File: src/rtl/core/asl_pkg.sv
// ----------------------------------------------------------------------------
// asl_pkg: shared types and constants for the address-to-symbol lookup
// Table geometry, field widths, mode and status codes, the entry record and
// the per-cell control group.
// ----------------------------------------------------------------------------
`default_nettype none

package asl_pkg;

	localparam int TABLE_DEPTH = 64;
	localparam int ADDR_W      = 64;
	localparam int REF_W       = 16;
	localparam int MODE_W      = 2;
	localparam int STATUS_W    = 2;
	localparam int USED_W      = 7;
	localparam int COUNT_W     = $clog2(TABLE_DEPTH + 1);

	// Selection tree: cells are OR-reduced in groups, then across groups.
	localparam int GROUP_SIZE  = 8;
	localparam int N_GROUPS    = (TABLE_DEPTH + GROUP_SIZE - 1) / GROUP_SIZE;
	localparam int PAD_DEPTH   = N_GROUPS * GROUP_SIZE;

	localparam logic [MODE_W-1:0] MODE_CLEAR  = 2'd0;
	localparam logic [MODE_W-1:0] MODE_INSERT = 2'd1;
	localparam logic [MODE_W-1:0] MODE_LOOKUP = 2'd2;

	localparam logic [STATUS_W-1:0] STATUS_OK   = 2'd0;
	localparam logic [STATUS_W-1:0] STATUS_MISS = 2'd1;
	localparam logic [STATUS_W-1:0] STATUS_FULL = 2'd2;
	localparam logic [STATUS_W-1:0] STATUS_ZERO = 2'd3;

	typedef struct packed {
		logic [ADDR_W-1:0] start;
		logic [ADDR_W-1:0] length;
		logic [REF_W-1:0]  ref_num;
	} entry_t;

	localparam int ENTRY_W = $bits(entry_t);

	typedef struct packed {
		logic valid;
		logic ins_en;
	} cell_ctl_t;

endpackage

`default_nettype wire

File: src/rtl/core/asl_cell.sv
// ----------------------------------------------------------------------------
// asl_cell: one slot of the sorted symbol chain
// Holds one entry, compares it with the incoming symbol and the lookup address,
// and on insert either holds, takes the new entry, or takes its left neighbor.
// ----------------------------------------------------------------------------
`default_nettype none

module asl_cell (
	input  logic                      clk,
	input  asl_pkg::cell_ctl_t        ctl,
	input  asl_pkg::entry_t           new_ent,
	input  asl_pkg::entry_t           prev_ent,
	input  logic                      prev_before,
	input  logic [asl_pkg::ADDR_W-1:0] addr,
	output asl_pkg::entry_t           ent,
	output logic                      ahead,
	output logic                      match
);
	import asl_pkg::*;

	entry_t ent_q;

	// Entry sorts at or before the new symbol: lower start, or same start and
	// length not smaller (equal ties stay ahead of the newcomer).
	always_comb begin
		if (ent_q.start != new_ent.start) begin
			ahead = ctl.valid && (ent_q.start < new_ent.start);
		end else begin
			ahead = ctl.valid && (ent_q.length >= new_ent.length);
		end
	end

	assign match = ctl.valid && (ent_q.start <= addr);
	assign ent   = ent_q;

	// Insert point takes the new entry, everything behind it shifts right.
	always_ff @(posedge clk) begin
		if (ctl.ins_en && !ahead) begin
			ent_q <= prev_before ? new_ent : prev_ent;
		end
	end

endmodule

`default_nettype wire

File: config.mk
export PLATFORM = sky130hd
export DESIGN_NAME = asl_cell
export DESIGN_NICKNAME = d
export VERILOG_FILES = /design/src/rtl/core/asl_pkg.sv /design/src/rtl/core/asl_cell.sv
export SDC_FILE = /design/constraint.sdc
export NUM_CORES = 1
export LEC_CHECK = 0
export BUFFER_PORTS_ARGS = -buffer_cell sky130_fd_sc_hd__buf_2
export CORE_AREA = 3 3 195 197
export CTS_CLUSTER_SIZE = 14
export DETAILED_ROUTE_END_ITERATION = 16
export DIE_AREA = 0 0 198 200
export GPL_TIMING_DRIVEN = 0
export PLACE_DENSITY = 0.6
export RECOVER_POWER = 100
export SYNTH_ARGS = -nofsm -noshare
export SYNTH_HDL_FRONTEND = slang
export SYNTH_SLANG_ARGS = --single-unit
File: constraint.sdc
create_clock -name clk -period 8.4 [get_ports clk]
set_input_delay 0.84 -clock clk [delete_from_list [all_inputs] [get_ports clk]]
set_output_delay 0.84 -clock clk [all_outputs]
set_load 0.02 [all_outputs]
* Word-level counts from Yosys, hierarchy flattened
Cells that the tools add are included.
** Storage, ports and cells
- Bits in registers :: 144
- Word-level logic and storage cells :: 14
- Input port bits :: 356
** Cells by class
- Order comparisons :: 3
- Reduce and logical (&&, ||, !) cells :: 5
- Muxes and demuxes :: 2
- Equal/unequal tests :: 1
** Operators with widths (number)
- $mux 144 :: 1
- $ge 64x64->1 :: 1
- $le 64x64->1 :: 1
- $lt 64x64->1 :: 1
- $ne 64x64->1 :: 1
- $logic_and 1x1->1 :: 4
- $logic_not 1->1 :: 1
- $mux 1 :: 1

* Longest topological paths before layout
Gate-level depths: netlist of run 1.
- Word-level depth :: 5
- Depth in mapped cells :: 9
- Gate-level depth less buffers :: 9

* Worst setup path before layout of run 1
OpenSTA, ideal clock, no wires.
- Kind :: in2reg
- From :: input new_ent[139] (netlist bit)
- To :: register ent_q, in the netlist ent[0] (enable)
- Buffers on the path :: 0
- Stages :: 9
- Arrival :: 6.371 ns
- Slack :: 1.505 ns
- Cell sequence :: inv_1 -> ha_1 -> nand4_1 -> or4_1 -> or4_1 -> or3_4 -> a41o_1 -> nand2_1 -> o311a_1
** On the way
- Word-level cells in the longest chain between the ends :: 5
- Elaborated cells between the ends (all ways) :: 6
- Classes of those cells :: order compare (1); eq/ne (1); mux (1); reduce/logical (3)
** RTL lines
- start: declaration :: line asl_cell.sv:11 : input asl_pkg::entry_t new_ent,
- $lt 64x64->1 :: line asl_cell.sv:27 : ahead = ctl.valid && (ent_q.start < new_ent.start);
- $logic_and 1x1->1 :: line asl_cell.sv:27
- $mux 1 * :: line asl_cell.sv:26 : if (ent_q.start != new_ent.start) begin
- $logic_not 1->1 * :: line asl_cell.sv:38 : if (ctl.ins_en && !ahead) begin
- $logic_and 1x1->1 * :: line asl_cell.sv:38
- end signal: assignment :: line asl_cell.sv:39 : ent_q <= prev_before ? new_ent : prev_ent;
- end: declaration :: line asl_cell.sv:21 : entry_t ent_q;
Mark *: on every way between the ends. The rest lies on a longest branch, timed or not.
A chain may end at the register's enable or synchronous reset.

* Worst setup path after layout of run 1
- From :: register ent_q, in the netlist ent[143]
- To :: register ent_q, in the netlist ent[55] (enable)
** On the way
- Word-level cells in the longest chain between the ends :: 5
- Elaborated cells between the ends (all ways) :: 6
- Classes of those cells :: order compare (1); eq/ne (1); mux (1); reduce/logical (3)
** RTL lines (line)
- $lt 64x64->1 :: asl_cell.sv:27
- $logic_and 1x1->1 :: asl_cell.sv:27
- $mux 1 * :: asl_cell.sv:26
- $logic_not 1->1 * :: asl_cell.sv:38
- $logic_and 1x1->1 * :: asl_cell.sv:38
Marks and branches as above.

==> impl_metrics.prom, run 1 <==
# TYPE chip_impl_metric gauge
chip_impl_metric{name="htree_depth",unit=""} 4
chip_impl_metric{name="finalSetupViolations",unit=""} 0
chip_impl_metric{name="post_cts_resize_count",unit=""} 0
chip_impl_metric{name="setup_total_neg_slack",unit="ps"} 0
chip_impl_metric{name="initial_utilization",unit=""} 0.297
chip_impl_metric{name="crit_path_max_incr_delay",unit="ps"} 1860
chip_impl_metric{name="row_count",unit=""} 70
chip_impl_metric{name="grt_overflow",unit=""} 0
chip_impl_info{name="synth_most_common_cell",value="inv_1"} 1
chip_impl_metric{name="synth.yosys.warnings",unit=""} 0
chip_impl_info{name="classification_of_the_worst_setup_path",value="register to register"} 1
chip_impl_info{name="most_frequent_cell_on_critical_path",value="or4_1"} 1
chip_impl_info{name="route.top_layer_used",value="met5"} 1
chip_impl_metric{name="synth.cell_area",unit="um2"} 10800
chip_impl_metric{name="placeable_core_region",unit="um2"} 36400
chip_impl_metric{name="detailroute.wirelength.met2",unit="mm"} 20.2
chip_impl_metric{name="firstDrtPassIters",unit=""} 4
chip_impl_info{name="netlist.top_cell.by_area",value="edfxtp_1"} 1
chip_impl_metric{name="max_slew.worst_pin.slew",unit="ps"} 2490
chip_impl_metric{name="synth.avg_cell_area",unit="um2"} 11.0
chip_impl_info{name="cts_tree",value="built"} 1
chip_impl_metric{name="floorplan.die.height",unit="um"} 200
chip_impl_metric{name="max_freq",unit="MHz"} 179
chip_impl_info{name="critical-path-slowest-cell",value="o311a_1"} 1
chip_impl_metric{name="crit_path_max_fanout",unit=""} 59
chip_impl_metric{name="floorplan.io_pins",unit=""} 502
chip_impl_metric{name="postSynthRegisterBits",unit=""} 144
chip_impl_metric{name="post_route_cells_drive_above_1_share",unit=""} 0.352
chip_impl_metric{name="postSynthCellCount",unit=""} 981
chip_impl_metric{name="floorplan.die_area",unit="um2"} 39600
chip_impl_metric{name="post_cts_hold_buffer_count",unit=""} 0
chip_impl_metric{name="finish.cell_count_without_fillers",unit=""} 1988
chip_impl_info{name="leading_post_synthesis_cells_by_cell_area",value="edfxtp_1 40%, ha_1 22%, mux2_2 15%"} 1
chip_impl_metric{name="gp_routability_congestion",unit=""} 0.861
chip_impl_metric{name="cts-root-to-sink-buffers",unit=""} 2
chip_impl_info{name="ys_top_cells_by_count",value="197 x inv_1, 192 x ha_1, 144 x edfxtp_1, 144 x mux2_2, 69 x a21oi_1"} 1
chip_impl_metric{name="dr_total_vias",unit=""} 9555
chip_impl_info{name="outcome",value="finished with violations"} 1
chip_impl_metric{name="synth_top_area_frac",unit=""} 0.399
chip_impl_metric{name="placement.cell_area",unit="um2"} 14000
chip_impl_metric{name="largest_net_degree_at_the_start_of_global_routing",unit=""} 60
chip_impl_info{name="hold-path-endpoint",value="ent[141]"} 1
chip_impl_metric{name="drt-met1-wl",unit="mm"} 15.0
chip_impl_metric{name="max_cap_violations",unit=""} 1
chip_impl_metric{name="cts_post_setup_buffers_inserted",unit=""} 0
chip_impl_metric{name="insertion_delay",unit="ps"} 440
chip_impl_metric{name="detail_route.iter0.violations",unit=""} 309
chip_impl_metric{name="synth-edff-count",unit=""} 144
chip_impl_metric{name="routed_via_density",unit=""} 4.81
chip_impl_metric{name="clock_sinks",unit=""} 144
chip_impl_metric{name="synth_nets",unit=""} 1529
chip_impl_info{name="path_cells",value="ha_1 -> nand4_1 -> or4_1 -> or4_1 -> or3_1 -> a41o_1 -> nand2_1 -> o311a_1 -> buf_16"} 1
chip_impl_metric{name="residual_drc_count",unit=""} 0
chip_impl_metric{name="power",unit="mW"} 2.23
chip_impl_metric{name="dp.final_hpwl",unit="mm"} 33.4
chip_impl_metric{name="total_global_routing_track_utilization",unit=""} 0.192
chip_impl_metric{name="hold_viol",unit=""} 0
chip_impl_metric{name="worst-endpoint-arrival",unit="ps"} 5690
chip_impl_metric{name="final_antenna_net_count",unit=""} 0
chip_impl_info{name="timing.critical_path.from_type",value="register"} 1
chip_impl_metric{name="final.period_utilization",unit=""} 0.665
chip_impl_info{name="hold_removal_path_class",value="primary input to register"} 1
chip_impl_metric{name="largest_register_ffs",unit=""} 144
chip_impl_metric{name="synthArstFlopShare",unit=""} 0
chip_impl_metric{name="vdd_ir_drop_max",unit="mV"} 0.137
chip_impl_metric{name="port-buffer-count",unit=""} 500
chip_impl_metric{name="worstHoldPathCells",unit=""} 2
chip_impl_metric{name="final_period_minus_worst_setup_slack",unit="ps"} 5580
chip_impl_metric{name="first_pass_grt_wire_length",unit="mm"} 57.3
chip_impl_metric{name="path_clk_slew",unit="ps"} 70
chip_impl_metric{name="drt-wirelength-per-cell",unit="um"} 19.7
chip_impl_metric{name="power-per-cell-area",unit="nW/um2"} 155
chip_impl_info{name="hold_start",value="prev_ent[141]"} 1
chip_impl_metric{name="post-place-cells",unit=""} 1951
chip_impl_metric{name="synthDistinctLibCells",unit=""} 39
chip_impl_info{name="endpoint_kind",value="register"} 1
chip_impl_metric{name="antenna_found_initial",unit=""} 7
chip_impl_info{name="failed_checks",value="capacitance limit, slew limit"} 1
chip_impl_metric{name="final-max-slew-violation-count",unit=""} 42
chip_impl_info{name="critical_path.reg2reg.endpoint",value="ent[55]"} 1
chip_impl_metric{name="totalWireLength",unit="mm"} 39.1
chip_impl_metric{name="met3WireLength",unit="mm"} 3.02
chip_impl_info{name="synth_flop_cell",value="edfxtp_1"} 1
chip_impl_info{name="critical_path.reg2reg.startpoint",value="ent[143]"} 1
chip_impl_metric{name="static-leakage-power",unit="nW"} 7.00
chip_impl_metric{name="cts_inserted_buffers",unit=""} 17
chip_impl_metric{name="worst_slew_margin_rel",unit=""} -0.657
chip_impl_metric{name="postLayoutCellArea",unit="um2"} 14400
chip_impl_info{name="cts_root_buffer",value="clkbuf_16"} 1
chip_impl_metric{name="timing.reg2reg.worst_path_depth",unit=""} 9
chip_impl_info{name="grt_setup_unrepaired",value="no"} 1
chip_impl_metric{name="setup.reg_to_reg.worst_slack",unit="ps"} 2820
chip_impl_metric{name="number_of_global_route_vias_before_repair",unit=""} 10100
chip_impl_metric{name="worst_setup_skew_after_layout",unit="ps"} 13.9
chip_impl_metric{name="nets",unit=""} 2050
chip_impl_metric{name="area_growth_syn_to_fin",unit="%"} 32.6
chip_impl_metric{name="synth.yosys.seq_area_share",unit=""} 0.399
chip_impl_metric{name="critical_path_required",unit="ps"} 8500
chip_impl_metric{name="fp.dieW",unit="um"} 198
[layout by cell type (no fill, tap or decap), types with 2 or more instances in the layout]
master	netlist	final
a21o_1	37	37
clkbuf_16	0	17
mux2_2	144	144
or3_1	1	2
and3_1	2	2
nand2_1	23	23
a21boi_0	3	3
nor4_1	4	4
or4_1	2	2
o21a_1	6	6
clkinv_1	0	2
nor2_1	13	13
o21ai_0	27	27
edfxtp_1	144	144
nor2b_1	7	7
inv_1	197	197
nand3_1	10	10
ha_1	192	192
buf_16	0	2
nor3_1	9	9
inv_6	0	4
o311ai_0	2	2
a21oi_1	69	69
diode_2	0	5
clkinvlp_4	0	3
clkbuf_1	16	161
buf_2	0	355
clkinv_4	0	4
a211oi_1	2	2
o221ai_1	2	2
o211ai_1	2	2
o31ai_1	3	3
a221oi_1	4	4
nand4_1	47	47
[where the power goes]
group,internal [mW],switching [mW],total (mW)
registers,0.866,0.0409,0.907
clock network,0.410,0.354,0.764
logic,0.242,0.318,0.560
[per-layer routing]
layer,track usage,vias to the layer above
met5,0,-
li1,-,4631
met3,0.0579,41
met1,0.210,4511
met4,0.0556,2
met2,0.361,370
[cell families after synthesis]
logic type | after synthesis | share of synthesized area
DFF | 144 | 0.399
and+or+nand+nor | 123 | 0.0614
buffers and inverters | 213 | 0.0738
AOI/OAI and AO/OA | 165 | 0.0941
adders and majority gates | 192 | 0.222
muxes | 144 | 0.150
[area by class of cell]
cell class | count | area (um2)
fillers | 3741 | 22100
multi-input cells | 624 | 5700
flip-flops and latches | 144 | 4320
repair buffers | 502 | 2380
inverters | 197 | 739
well taps | 468 | 586
clock buffers | 17 | 425
clock inverters | 15 | 135
plain buffers | 16 | 60.1
diodes | 5 | 12.5
[worst max-delay path, delay by kind of cell, from the launching register on]
kind	cells	cell delay [ps]
and+or+nand+nor	5	1860
buffers and inverters	1	330
DFF	1	490
AOI/OAI and AO/OA	2	2090
adders and majority gates	1	350
[stage by stage]
stage               hold slack (ps)   util  worst slack [ps]
floorplan                      1060      -              1510
global placement               1140  0.382             -1100
detailed placement             1140  0.384              3530
CTS                             660  0.399              3760
global route                    675  0.394              2590
finish                          694  0.394              2820
[how the worst max path moves through the flow]
stage | start | end | slack (ps) | depth (start not counted)
5_1_grt | ent[143] | ent[79] | 2590 | 9
2_1_floorplan | new_ent[139] | ent[0] | 1510 | 9
6_report | ent[143] | ent[55] | 2820 | 9
3_3_place_gp | new_ent[143] | ent[5] | -1100 | 10
4_1_cts | new_ent[76] | ahead | 3760 | 10
3_5_place_dp | new_ent[143] | ent[45] | 3530 | 11
No activity file was read; power rests on OpenSTA's default activity.
==> run 2, diff against run 1 <==
- CORE_AREA: 3 3 195 197 -> 3 3 192 194
- DIE_AREA: 0 0 198 200 -> 0 0 195 197
- PLACE_DENSITY: 0.6 -> 0.63
- clock period: 8.4 -> 4.96 ns (I/O delays scaled with it)
==> run 2 against run 1 <==
Against the previous run:
- the run now ends clean
- largest cell class unchanged
- critical path type unchanged
- combinational power up 68%
- global-route usage down 0.29 points
- flip-flop and latch count unchanged
- clock power up 61%
- largest power group unchanged
- hold slack worse by 340 ps
- register-to-register slack worse by 2100 ps
- wire length down 4.5%
==> impl_metrics.prom, run 2 (same netlist as run 1, synthesis figures left out) <==
# TYPE chip_impl_metric gauge
chip_impl_metric{name="static-leakage-power",unit="nW"} 7.00
chip_impl_info{name="layout_common_cells",value="355 x buf_2, 197 x inv_1, 192 x ha_1, 162 x clkbuf_1, 144 x edfxtp_1"} 1
chip_impl_metric{name="placement.cell_area",unit="um2"} 14000
chip_impl_metric{name="largest_net_degree_at_the_start_of_global_routing",unit=""} 61
chip_impl_metric{name="final.period_utilization",unit=""} 0.854
chip_impl_metric{name="gp_routability_congestion",unit=""} 0.868
chip_impl_metric{name="worstHoldPathCells",unit=""} 2
chip_impl_metric{name="crit_path_max_fanout",unit=""} 60
chip_impl_metric{name="max_slew.worst_pin.slew",unit="ps"} 1090
chip_impl_metric{name="critical_path_required",unit="ps"} 5050
chip_impl_metric{name="drt-wirelength-per-cell",unit="um"} 18.9
chip_impl_info{name="timing.critical_path.from_type",value="register"} 1
chip_impl_metric{name="power_report.internal_total",unit="mW"} 2.55
chip_impl_metric{name="final-max-slew-violation-count",unit=""} 0
chip_impl_info{name="cts_root_buffer",value="clkbuf_16"} 1
chip_impl_metric{name="p_comb_frac",unit=""} 0.254
chip_impl_metric{name="worst_setup_skew_after_layout",unit="ps"} 9.77
chip_impl_metric{name="power",unit="mW"} 3.70
chip_impl_metric{name="port-buffer-count",unit=""} 500
chip_impl_info{name="cts_tree",value="built"} 1
chip_impl_metric{name="detail_route.iter0.violations",unit=""} 213
chip_impl_metric{name="cts_inserted_buffers",unit=""} 17
chip_impl_metric{name="globalRouteMet3Util",unit=""} 0.0590
chip_impl_metric{name="power.net_switching",unit="mW"} 1.15
chip_impl_metric{name="initial_utilization",unit=""} 0.306
chip_impl_metric{name="final_period_minus_worst_setup_slack",unit="ps"} 4230
chip_impl_metric{name="total_global_routing_track_utilization",unit=""} 0.189
chip_impl_info{name="endpoint_kind",value="register"} 1
chip_impl_metric{name="worst-endpoint-arrival",unit="ps"} 4330
chip_impl_info{name="layout.cells.most_common",value="buf_2"} 1
chip_impl_metric{name="insertion_delay",unit="ps"} 440
chip_impl_metric{name="power_switching_share",unit=""} 0.311
chip_impl_metric{name="residual_drc_count",unit=""} 0
chip_impl_metric{name="clock_sinks",unit=""} 144
chip_impl_metric{name="power-per-cell-area",unit="nW/um2"} 259
chip_impl_metric{name="post_cts_hold_buffer_count",unit=""} 0
chip_impl_metric{name="antenna_found_initial",unit=""} 4
chip_impl_metric{name="max_cap_violations",unit=""} 0
chip_impl_info{name="hold_removal_path_class",value="primary input to register"} 1
chip_impl_metric{name="postLayoutCellArea",unit="um2"} 14300
chip_impl_info{name="path_cells",value="ha_1 -> nand4_1 -> or4_1 -> or4_1 -> or3_1 -> a41o_1 -> nand2_1 -> o311a_4 -> buf_16"} 1
chip_impl_metric{name="dp.final_hpwl",unit="mm"} 31.8
chip_impl_metric{name="htree_depth",unit=""} 4
chip_impl_metric{name="totalWireLength",unit="mm"} 37.3
chip_impl_metric{name="grt_use_met1",unit=""} 0.206
chip_impl_metric{name="grt_overflow",unit=""} 0
chip_impl_metric{name="area_growth_syn_to_fin",unit="%"} 32.3
chip_impl_metric{name="setup_total_neg_slack",unit="ps"} 0
chip_impl_metric{name="firstDrtPassIters",unit=""} 6
chip_impl_metric{name="post_cts_resize_count",unit=""} 0
chip_impl_metric{name="worst_slew_margin_rel",unit=""} 0.275
chip_impl_metric{name="power.share.sequential",unit=""} 0.415
chip_impl_info{name="most_frequent_cell_on_critical_path",value="or4_1"} 1
chip_impl_metric{name="path_clk_slew",unit="ps"} 70
chip_impl_metric{name="finalSetupViolations",unit=""} 0
chip_impl_metric{name="fp.dieW",unit="um"} 195
chip_impl_info{name="outcome",value="complete, no violations"} 1
chip_impl_metric{name="first_pass_grt_wire_length",unit="mm"} 56.0
chip_impl_metric{name="cts_post_setup_buffers_inserted",unit=""} 0
chip_impl_metric{name="grt_util_met2",unit=""} 0.347
chip_impl_metric{name="vdd_ir_drop_max",unit="mV"} 0.226
chip_impl_metric{name="row_count",unit=""} 69
chip_impl_info{name="classification_of_the_worst_setup_path",value="register to register"} 1
chip_impl_metric{name="floorplan.die.height",unit="um"} 197
chip_impl_metric{name="routed_via_density",unit=""} 4.79
chip_impl_info{name="global_route.peak_usage_layer",value="met2"} 1
chip_impl_metric{name="timing.reg2reg.worst_path_depth",unit=""} 9
chip_impl_info{name="grt_setup_unrepaired",value="no"} 1
chip_impl_metric{name="post_route_cells_drive_above_1_share",unit=""} 0.350
chip_impl_metric{name="dr_total_vias",unit=""} 9467
chip_impl_metric{name="largest_register_ffs",unit=""} 144
chip_impl_metric{name="nets",unit=""} 2050
chip_impl_metric{name="final_antenna_net_count",unit=""} 0
chip_impl_metric{name="number_of_global_route_vias_before_repair",unit=""} 10100
chip_impl_metric{name="floorplan.io_pins",unit=""} 502
chip_impl_metric{name="post-route-worst-setup-slack",unit="ps"} 726
chip_impl_info{name="critical-path-slowest-cell",value="or4_1"} 1
chip_impl_metric{name="cts-root-to-sink-buffers",unit=""} 2
chip_impl_metric{name="part_of_the_power_in_the_clock_network",unit=""} 0.331
chip_impl_metric{name="pre_cts_ws",unit="ps"} 628
chip_impl_metric{name="max_freq",unit="MHz"} 236
chip_impl_metric{name="hold_viol",unit=""} 0
chip_impl_metric{name="floorplan.die_area",unit="um2"} 38400
chip_impl_metric{name="crit_path_max_incr_delay",unit="ps"} 600
chip_impl_metric{name="placeable_core_region",unit="um2"} 35400
## run 2: cell types whose count changed in the layout (fill, tap and decap cells not counted), sizes merged
cell      previous run  this run
clkinvlp             3         2
clkbuf             178       179
diode                5         3
clkinv               7        10
inv                201       197
## run 2: path summary, 6_finish.rpt
check,to,slack [ps],start
setup / recovery,ent[77],730,ent[139]
hold / removal,ent[64],360,prev_ent[64]
setup reg to reg,ent[77],730,ent[139]
hold reg to reg,ent[111],1600,ent[111]
## run 2: area by class of cell
class / count / area, um2
antenna: 3 / 7.51
clock buffer: 18 / 429
buffer: 16 / 60.1
timing repair buffer: 502 / 2380
tap: 461 / 577
clock inverter: 13 / 98.8
fill: 3586 / 21100
inverter: 197 / 739
multi-input combinational: 624 / 5720
sequential: 144 / 4320
## run 2: power groups by stage
stage | Combinational [mW] | Sequential (mW) | Clock [mW]
final | 0.942 | 1.54 | 1.23
after global routing | 1.06 | 1.55 | 1.31
after CTS | 0.977 | 1.53 | 1.26
after detailed placement | 0.971 | 1.56 | 0
after global placement | 0.937 | 1.57 | 0
after floorplan | 0.454 | 1.66 | 0
## run 2: per-layer routing
metal	wire, um	vias up
met4	1000	0
met1	14200	4402
li1	-	4639
met2	19100	373
met5	0	-
met3	3010	53
## run 2: per-stage QoR
stage,hold WS [ps],instances,util
after floorplan,716,981,-
after global placement,796,1942,0.393
after detailed placement,801,1944,0.395
after CTS,323,1975,0.410
after global routing,332,1976,0.405
final,356,1978,0.405
## run 2: critical path, delay by kind of cell, from the launching register on
family / cells / cell delay [ps]
AND/OR/NAND/NOR: 5 / 1850
flip-flops: 1 / 460
buffers and inverters: 1 / 320
AO/OA/AOI/OAI: 2 / 790
adder cells (fa/ha/maj): 1 / 350
